## src/rtl/shte_pkg.sv

```systemverilog
package shte_pkg;

  localparam int TABLE_DEPTH = 1024;
  localparam int IDX_W       = $clog2(TABLE_DEPTH);
  localparam int CFG_W       = 11;
  localparam int SZ_W        = (IDX_W + 1 > CFG_W) ? IDX_W + 1 : CFG_W;
  localparam int POS_W       = 10;
  localparam int DIV_STEPS   = 32;
  localparam int CNT_W       = $clog2(DIV_STEPS + 1);
  localparam int KEY_COUNT   = 768;
  localparam int KEY_IDX_W   = $clog2(KEY_COUNT);

  localparam logic [31:0] SEED1_INIT = 32'h7FED7FED;
  localparam logic [31:0] SEED2_INIT = 32'hEEEEEEEE;
  localparam logic [31:0] KEY_START  = 32'h00100001;
  localparam logic [31:0] KEY_MOD    = 32'h002AAAAB;
  localparam logic [31:0] KEY_MUL    = 32'd125;
  localparam logic [31:0] KEY_COLS   = 32'h100;

  typedef enum logic [1:0] {
    MODE_FIND   = 2'd0,
    MODE_INSERT = 2'd1,
    MODE_CLEAR  = 2'd2,
    MODE_NOP    = 2'd3
  } mode_t;

  typedef enum logic [2:0] {
    STS_OK       = 3'd0,
    STS_NOTFOUND = 3'd1,
    STS_FULL     = 3'd2,
    STS_NOTINIT  = 3'd3,
    STS_CLEARED  = 3'd4
  } status_t;

  typedef enum logic [2:0] {
    ST_CLR,
    ST_IDLE,
    ST_DIV,
    ST_PRB_RD,
    ST_PRB_CHK,
    ST_RESP
  } state_t;

  typedef struct packed {
    logic [1:0] mode;
    logic [7:0] char_code;
    logic       last_char;
    logic       no_char;
  } in_item_t;

  typedef struct packed {
    logic [2:0]       status;
    logic [POS_W-1:0] position;
  } out_item_t;

  typedef struct packed {
    logic [31:0] s0;
    logic [31:0] s1;
  } seed_t;

  typedef struct packed {
    logic        used;
    logic [31:0] ca;
    logic [31:0] cb;
  } slot_t;

  typedef struct packed {
    logic    hash_en;
    logic    seed_rst;
    logic    start_div;
    logic    div_step;
    logic    ptr_load;
    logic    rd_en;
    logic    ptr_adv;
    logic    wr_ins;
    logic    clr_step;
    logic    out_load;
    status_t out_status;
    logic    pos_ok;
  } cmd_t;

  typedef struct packed {
    logic div_done;
    logic slot_used;
    logic match;
    logic wrap;
    logic clr_done;
    logic out_busy;
    logic ts_zero;
  } sts_t;

  typedef logic [31:0] key_tab_t [KEY_COUNT];

  function automatic key_tab_t gen_keys();
    key_tab_t    k;
    logic [31:0] s;
    logic [31:0] hi;
    logic [31:0] lo;
    s = KEY_START;
    for (int col = 0; col < 256; col++) begin
      for (int row = 0; row < 5; row++) begin
        s  = (s * KEY_MUL + 32'd3) % KEY_MOD;
        hi = {s[15:0], 16'h0000};
        s  = (s * KEY_MUL + 32'd3) % KEY_MOD;
        lo = {16'h0000, s[15:0]};
        if (row < 3) begin
          k[row * KEY_COLS + col] = hi | lo;
        end
      end
    end
    return k;
  endfunction

  localparam key_tab_t KEY_TAB = gen_keys();

  function automatic seed_t mix(seed_t sd, logic [31:0] key, logic [7:0] ch);
    seed_t r;
    r.s0 = key ^ (sd.s0 + sd.s1);
    r.s1 = {24'h000000, ch} + r.s0 + sd.s1 + (sd.s1 << 5) + 32'd3;
    return r;
  endfunction

endpackage

```

## src/rtl/shte_ctrl.sv

```systemverilog
module shte_ctrl (
  input  logic               clk,
  input  logic               rst_n,
  input  logic               in_valid,
  output logic               in_stall,
  input  shte_pkg::in_item_t in_data,
  input  shte_pkg::sts_t     sts,
  output shte_pkg::cmd_t     cmd
);

  shte_pkg::state_t  state_r, state_nxt;
  shte_pkg::status_t status_r, status_nxt;
  logic              pos_ok_r, pos_ok_nxt;
  logic              ins_r, ins_nxt;
  logic              clr_resp_r, clr_resp_nxt;
  logic              accept;

  always_ff @(posedge clk) begin
    if (!rst_n) begin
      state_r    <= shte_pkg::ST_CLR;
      status_r   <= shte_pkg::STS_OK;
      pos_ok_r   <= 1'b0;
      ins_r      <= 1'b0;
      clr_resp_r <= 1'b0;
    end else begin
      state_r    <= state_nxt;
      status_r   <= status_nxt;
      pos_ok_r   <= pos_ok_nxt;
      ins_r      <= ins_nxt;
      clr_resp_r <= clr_resp_nxt;
    end
  end

  assign in_stall = (state_r != shte_pkg::ST_IDLE);
  assign accept   = in_valid && !in_stall;

  always_comb begin
    state_nxt    = state_r;
    status_nxt   = status_r;
    pos_ok_nxt   = pos_ok_r;
    ins_nxt      = ins_r;
    clr_resp_nxt = clr_resp_r;
    cmd          = '0;
    cmd.out_status = status_r;
    cmd.pos_ok     = pos_ok_r;
    case (state_r)
      shte_pkg::ST_CLR: begin
        cmd.clr_step = 1'b1;
        if (sts.clr_done) begin
          state_nxt = clr_resp_r ? shte_pkg::ST_RESP : shte_pkg::ST_IDLE;
        end
      end
      shte_pkg::ST_IDLE: begin
        if (accept) begin
          if (in_data.mode == shte_pkg::MODE_CLEAR) begin
            cmd.seed_rst = 1'b1;
            pos_ok_nxt   = 1'b0;
            if (sts.ts_zero) begin
              status_nxt = shte_pkg::STS_NOTINIT;
              state_nxt  = shte_pkg::ST_RESP;
            end else begin
              status_nxt   = shte_pkg::STS_CLEARED;
              clr_resp_nxt = 1'b1;
              state_nxt    = shte_pkg::ST_CLR;
            end
          end else if (in_data.mode != shte_pkg::MODE_NOP) begin
            cmd.hash_en = 1'b1;
            if (in_data.last_char) begin
              cmd.seed_rst = 1'b1;
              pos_ok_nxt   = 1'b0;
              ins_nxt      = (in_data.mode == shte_pkg::MODE_INSERT);
              if (sts.ts_zero) begin
                status_nxt = shte_pkg::STS_NOTINIT;
                state_nxt  = shte_pkg::ST_RESP;
              end else begin
                cmd.start_div = 1'b1;
                state_nxt     = shte_pkg::ST_DIV;
              end
            end
          end
        end
      end
      shte_pkg::ST_DIV: begin
        if (sts.div_done) begin
          cmd.ptr_load = 1'b1;
          state_nxt    = shte_pkg::ST_PRB_RD;
        end else begin
          cmd.div_step = 1'b1;
        end
      end
      shte_pkg::ST_PRB_RD: begin
        cmd.rd_en = 1'b1;
        state_nxt = shte_pkg::ST_PRB_CHK;
      end
      shte_pkg::ST_PRB_CHK: begin
        state_nxt = shte_pkg::ST_RESP;
        if (ins_r) begin
          if (!sts.slot_used) begin
            cmd.wr_ins = 1'b1;
            status_nxt = shte_pkg::STS_OK;
            pos_ok_nxt = 1'b1;
          end else if (sts.wrap) begin
            status_nxt = shte_pkg::STS_FULL;
          end else begin
            cmd.ptr_adv = 1'b1;
            state_nxt   = shte_pkg::ST_PRB_RD;
          end
        end else begin
          if (!sts.slot_used) begin
            status_nxt = shte_pkg::STS_NOTFOUND;
          end else if (sts.match) begin
            status_nxt = shte_pkg::STS_OK;
            pos_ok_nxt = 1'b1;
          end else if (sts.wrap) begin
            status_nxt = shte_pkg::STS_NOTFOUND;
          end else begin
            cmd.ptr_adv = 1'b1;
            state_nxt   = shte_pkg::ST_PRB_RD;
          end
        end
      end
      shte_pkg::ST_RESP: begin
        if (!sts.out_busy) begin
          cmd.out_load = 1'b1;
          clr_resp_nxt = 1'b0;
          state_nxt    = shte_pkg::ST_IDLE;
        end
      end
      default: begin
        state_nxt = shte_pkg::ST_IDLE;
      end
    endcase
  end

  a_load_free: assert property (@(posedge clk) disable iff (!rst_n)
    cmd.out_load |-> !sts.out_busy)
    else $error("result loaded over an untaken transfer");

  a_resp_hold: assert property (@(posedge clk) disable iff (!rst_n)
    (state_r == shte_pkg::ST_RESP && sts.out_busy) |=> state_r == shte_pkg::ST_RESP)
    else $error("response dropped while output stalled");

  a_ins_free: assert property (@(posedge clk) disable iff (!rst_n)
    cmd.wr_ins |-> !sts.slot_used)
    else $error("insert overwrites a used slot");

endmodule

```

## config.mk

```make
export PLATFORM = sky130hd
export DESIGN_NAME = shte_ctrl
export DESIGN_NICKNAME = d
export VERILOG_FILES = /design/src/rtl/shte_pkg.sv /design/src/rtl/shte_ctrl.sv
export SDC_FILE = /design/constraint.sdc
export NUM_CORES = 1
export LEC_CHECK = 0
export BUFFER_PORTS_ARGS = -buffer_cell sky130_fd_sc_hd__buf_2
export CAP_MARGIN = 20
export CELL_PAD_IN_SITES_DETAIL_PLACEMENT = 1
export CELL_PAD_IN_SITES_GLOBAL_PLACEMENT = 1
export CORE_AREA = 2 2 41 70
export CTS_BUF_LIST = sky130_fd_sc_hd__clkbuf_2
export DETAILED_ROUTE_END_ITERATION = 16
export DIE_AREA = 0 0 43 72
export GPL_TIMING_DRIVEN = 0
export PLACE_DENSITY_LB_ADDON = 0.1
export RECOVER_POWER = 100
export SKIP_CTS_REPAIR_TIMING = 1
export SYNTH_ARGS = -nofsm -noshare
export SYNTH_HDL_FRONTEND = slang
export SYNTH_SLANG_ARGS = --single-unit
export TNS_END_PERCENT = 50
```

## constraint.sdc

```tcl
create_clock -name clk -period 1.5 [get_ports clk]
set_input_delay 0.075 -clock clk [delete_from_list [all_inputs] [get_ports clk]]
set_output_delay 0.075 -clock clk [all_outputs]
set_load 0.03 [all_outputs]
```

Word-level counts from Yosys, hierarchy flattened. Index checks and enable logic that the tools add are counted.

Equality and inequality tests: 23. Muxes and demuxes: 66. Bitwise logic cells: 1. Reductions and logical operators: 10.

Operators by type and width (number): $mux W3 (30); $mux W1 (29); $ne A3 B3 Y1 const B (6); $pmux W3 S6 (1); $ne A2 B2 Y1 const B (7); $reduce_and A7 Y1 (2); $reduce_and A5 Y1 (2); $ne A4 B4 Y1 const B (2); $eq A3 B2 Y1 const B (2); $eq A3 B3 Y1 const B (2); $mux W2 (3); $pmux W3 S2 (1); $reduce_and A6 Y1 (1); $pmux W1 S2 (2); $reduce_bool A2 Y1 (2); $eq A3 B1 Y1 const B (1); $logic_not A3 Y1 (1); $ne A3 B1 Y1 const B (1); $eq A2 B1 Y1 const B (1); $eq A2 B2 Y1 const B (1); $logic_and A1 B1 Y1 (1); $logic_not A1 Y1 (1); $not A1 Y1 (1).

Flip-flop bits (word level): 9. Bits of input ports: 22. Output and inout port bits: 15.

Longest topological paths before layout.
Word-level depth: 6. Depth in mapped cells: 5. Gate-level depth less buffers: 4.

Worst setup path before layout. Ideal clock, no wire load.

Path kind: flip-flop to flip-flop. Start point: reg state_r[1]. End point: reg state_r[1]. Setup time: 0.084 ns. Arrival: 1.886 ns. Required time: 1.416 ns. Slack: -0.470 ns. Cell stages (with the launch flop): 6. Path buffers: 1. Period minus slack after synthesis: 1.970 ns. Cell sequence: dfxtp_1 buf_2 inv_1 nor4_1 nand2_1 o31ai_2.

Longest elaborated chain between the ends: 5. Elaborated cells between the ends (all ways): 17. Those cells by class: eq/ne: 12; mux: 1; reduce/logical: 4.

RTL lines: from (decl) (line shte_ctrl.sv:11) `shte_pkg::state_t state_r, state_nxt;`; from (signal assigned) (line shte_ctrl.sv:20) `state_r <= shte_pkg::ST_CLR;`; from (signal assigned) (line shte_ctrl.sv:26) `state_r <= state_nxt;`; $ne A3 B1 Y1 (line shte_ctrl.sv:34) `assign in_stall = (state_r != shte_pkg::ST_IDLE);`; $logic_not A1 Y1 (line shte_ctrl.sv:35) `assign accept = in_valid && !in_stall;`; $logic_and A1 B1 Y1 (line shte_ctrl.sv:35); $ne A2 B2 Y1 (no line); $reduce_and A6 Y1 (no line).

Parallel ways exist; a longest one is shown, timed or not. A chain may end at the register's enable or synchronous reset.

==> impl_metrics.tcl <==
set metrics [dict create \
    ys_warn_count 0 \
    failed_checks "setup timing" \
    min_delay_path_depth 3 \
    drive_gt1_frac 0.5124 \
    vias 769 \
    path_clk_slew_ns 0.11 \
    hold_class "in -> reg" \
    netlist_instances 82 \
    antenna_found_initial 0 \
    routed_wl_mm 2.197 \
    die_h_microns 72 \
    synth-seq-cells 9 \
    htreeDepth 1 \
    avgViaCountPerCell 5.231 \
    end_kind "output port" \
    startpoint_type "flop" \
    crit_type "reg -> out" \
    dpl_cell_area_sq_um 833.3 \
    syn_area_per_cell_sq_um 7.889 \
    final_common_cell "buf_2" \
    p_sw_w 0.0002895 \
    async_flop_share 0 \
    grtUsageTotal 0.1425 \
    cts_sinks 9 \
    finalHoldViolations 0 \
    p_int_w 0.0004456 \
    layout.nets 144 \
    num_rows 24 \
    hold_start "in_data[10]" \
    reg2reg_to "status_r[2]$_SDFFE_PN0P_" \
    crit-reg2reg-launch "state_r[2]$_SDFFE_PN0P_" \
    cts.path.max_buffers 2 \
    gp_congestion 0.7319 \
    synth_area_sq_um 646.9 \
    setup_viol 2 \
    slew_violations 0 \
    vdd_drop_max_v 0.0002736 \
    min_period_over_period 1.020 \
    cpMaxStageDelayCell "or3b_4" \
    status "finished, violations left" \
    fin_crit_ns 1.529 \
    skew_ns 0.003553 \
    sequentialPowerShare 0.367 \
    crit_path_max_incr_delay_ns 0.44 \
    initial_core_util 0.2564 \
    tightest_slew_ns 0.3794 \
    power_frac_comb 0.408 \
    totalNegativeSetupSlack_ns -0.03641 \
    fin_ws_ns -0.02945 \
    drt_iter0_drc 13 \
    cap_violations 0 \
    antenna_cells 0 \
    grt_pass1_wl_mm 3.284 \
    drc_errors 0 \
    post-dp-hpwl_mm 1.660 \
    max-slew-margin-rel 0.7438 \
    layout_common_cells "buf_2 (18), buf_4 (13), nor2_1 (10), dfxtp_1 (6), clkbuf_1 (5)" \
    synth_edf_count 0 \
    insertion_delay_ns 0.25 \
    max_clock_freq_ghz 0.6538 \
    ys.flop_type "dfxtp_1" \
    pwr-share-clk 0.225 \
    fin_area_sq_um 982.2 \
    cts_root_buffer "clkbuf_2" \
    netlist.top_cell.by_area "dfxtp_1" \
    finalPower_w 0.0007351 \
    routedWlPerCell_microns 14.95 \
    core-area_sq_mm 0.002522 \
    reg2reg_setup_slack_ns -0.01 \
    ys_types 36 \
    overflow 0 \
    rsz0062_at_grt "yes" \
    seq_area_frac_synth 0.2785 \
    cts_made_buffers 3 \
    p_sw_frac 0.3939 \
    area_growth_pct 51.84 \
    crit_chain "or3b_4 > nor3_4 > buf_6" \
    synth_top_area_frac 0.2785 \
    required_ns 1.42 \
    yosys-top-cells-area "dfxtp_1 (28%), nor2_1 (6.4%), nand2b_1 (3.9%), nor3_1 (3.9%), inv_1 (3.5%)" \
    p_leak_nw 0.4235 \
    die-area_sq_mm 0.003096 \
    dp_cells 135 \
    power_density_mw_per_mm2 748.4 \
    grt_pass1_vias 721 \
    port_buffers 27 \
    grt_max_degree 11 \
    reg2reg_depth 4 \
    die_w_microns 43 \
    crit_arrival_ns 1.45 \
    pin_count 37 \
    dr.pass1.iters 2 \
    cts_tree "built" \
    fillers 326 \
    drtAntennaViolNets 0 \
    crit_fanout 7 \
    whs_endpoint "ins_r$_SDFFE_PN0P_" \
    final_cells 147 \
    synth_nets 104 \
]
-- registers in the layout (all words and copies together) (netlist names) --
register    flops
state_r         3
status_r        3
clr_resp_r      1
ins_r           1
pos_ok_r        1
-- worst max-delay path, delay by kind of cell, from the launching register on --
family                 cells  cell delay (ns)
flip-flops                 1             0.38
buffers and inverters      1             0.16
AND/OR/NAND/NOR            2             0.67
-- through the flow --
| stage | hold WS (ns) | util | setup slack [ns] |
|---|---|---|---|
| finish | 0.07809 | 0.3894 | -0.02945 |
| CTS | 0.07341 | 0.3383 | -0.2436 |
| detailed placement | 0.3585 | 0.3304 | -0.2185 |
| global route | 0.08791 | 0.3894 | -0.09068 |
| global placement | 0.3528 | 0.3304 | -0.2055 |
| floorplan | 0.1907 | - | -0.01504 |
-- worst max-delay path by stage --
stage                            startpoint                       end  slack, ns  depth (start not counted)
floorplan           state_r[2]$_SDFFE_PN0P_   state_r[1]$_SDFFE_PN0P_      -0.02                          5
global placement    state_r[1]$_SDFFE_PN0P_  status_r[0]$_SDFFE_PN0P_      -0.21                          5
detailed placement  state_r[1]$_SDFFE_PN0P_  status_r[0]$_SDFFE_PN0P_      -0.22                          5
CTS                 state_r[1]$_SDFFE_PN0P_  status_r[0]$_SDFFE_PN0P_      -0.24                          5
global route        state_r[2]$_SDFFE_PN0P_                    cmd[7]      -0.09                          3
finish              state_r[2]$_SDFFE_PN0P_                    cmd[7]      -0.03                          3
-- area by class of cell --
class,count,area (sq um),area share
inverters,6,22.52,0.02293
well taps,26,32.53,0.03312
clock buffers,4,20.02,0.02038
multi-input cells,62,470.5,0.4790
repair buffers,36,216.5,0.2204
plain buffers,4,31.28,0.03185
flip-flops and latches,9,188.9,0.1924
-- per-layer routing --
layer  vias to the layer above  track usage  share of wire
li1                        375            -              -
met1                       363       0.1411           0.37
met2                        25       0.2576           0.54
met3                         6      0.01990          0.051
met4                         0       0.1077          0.037
met5                         -            0              0
-- synth_stat cells, types with 2 or more instances --
cell,instances
a211oi_1,2
a21oi_1,4
buf_2,3
dfxtp_1,9
inv_1,6
nand2_1,4
nand2b_1,4
nand3b_1,2
nor2_1,11
nor2b_1,3
nor3_1,5
o21ai_0,3
o221a_2,2
o22ai_1,2
-- power groups by stage --
| stage | sequential [W] | clock, W | combinational, W |
|---|---|---|---|
| final | 0.000269 | 0.000165 | 0.000300 |
| after global routing | 0.000271 | 0.000178 | 0.000324 |
| after CTS | 0.000273 | 0.000173 | 0.000248 |
| after detailed placement | 0.000278 | 0 | 0.000248 |
| after global placement | 0.000278 | 0 | 0.000246 |
| after floorplan | 0.000285 | 0 | 0.000161 |
-- cells by family after synthesis --
kind of cell    after synthesis  share of synthesized area
simple gates                 36                     0.3192
compound gates               25                     0.2998
buf+inv                      11                    0.08703
flops                         9                     0.2785
mux                           1                    0.01547
Power figures use the tool's default switching activity.
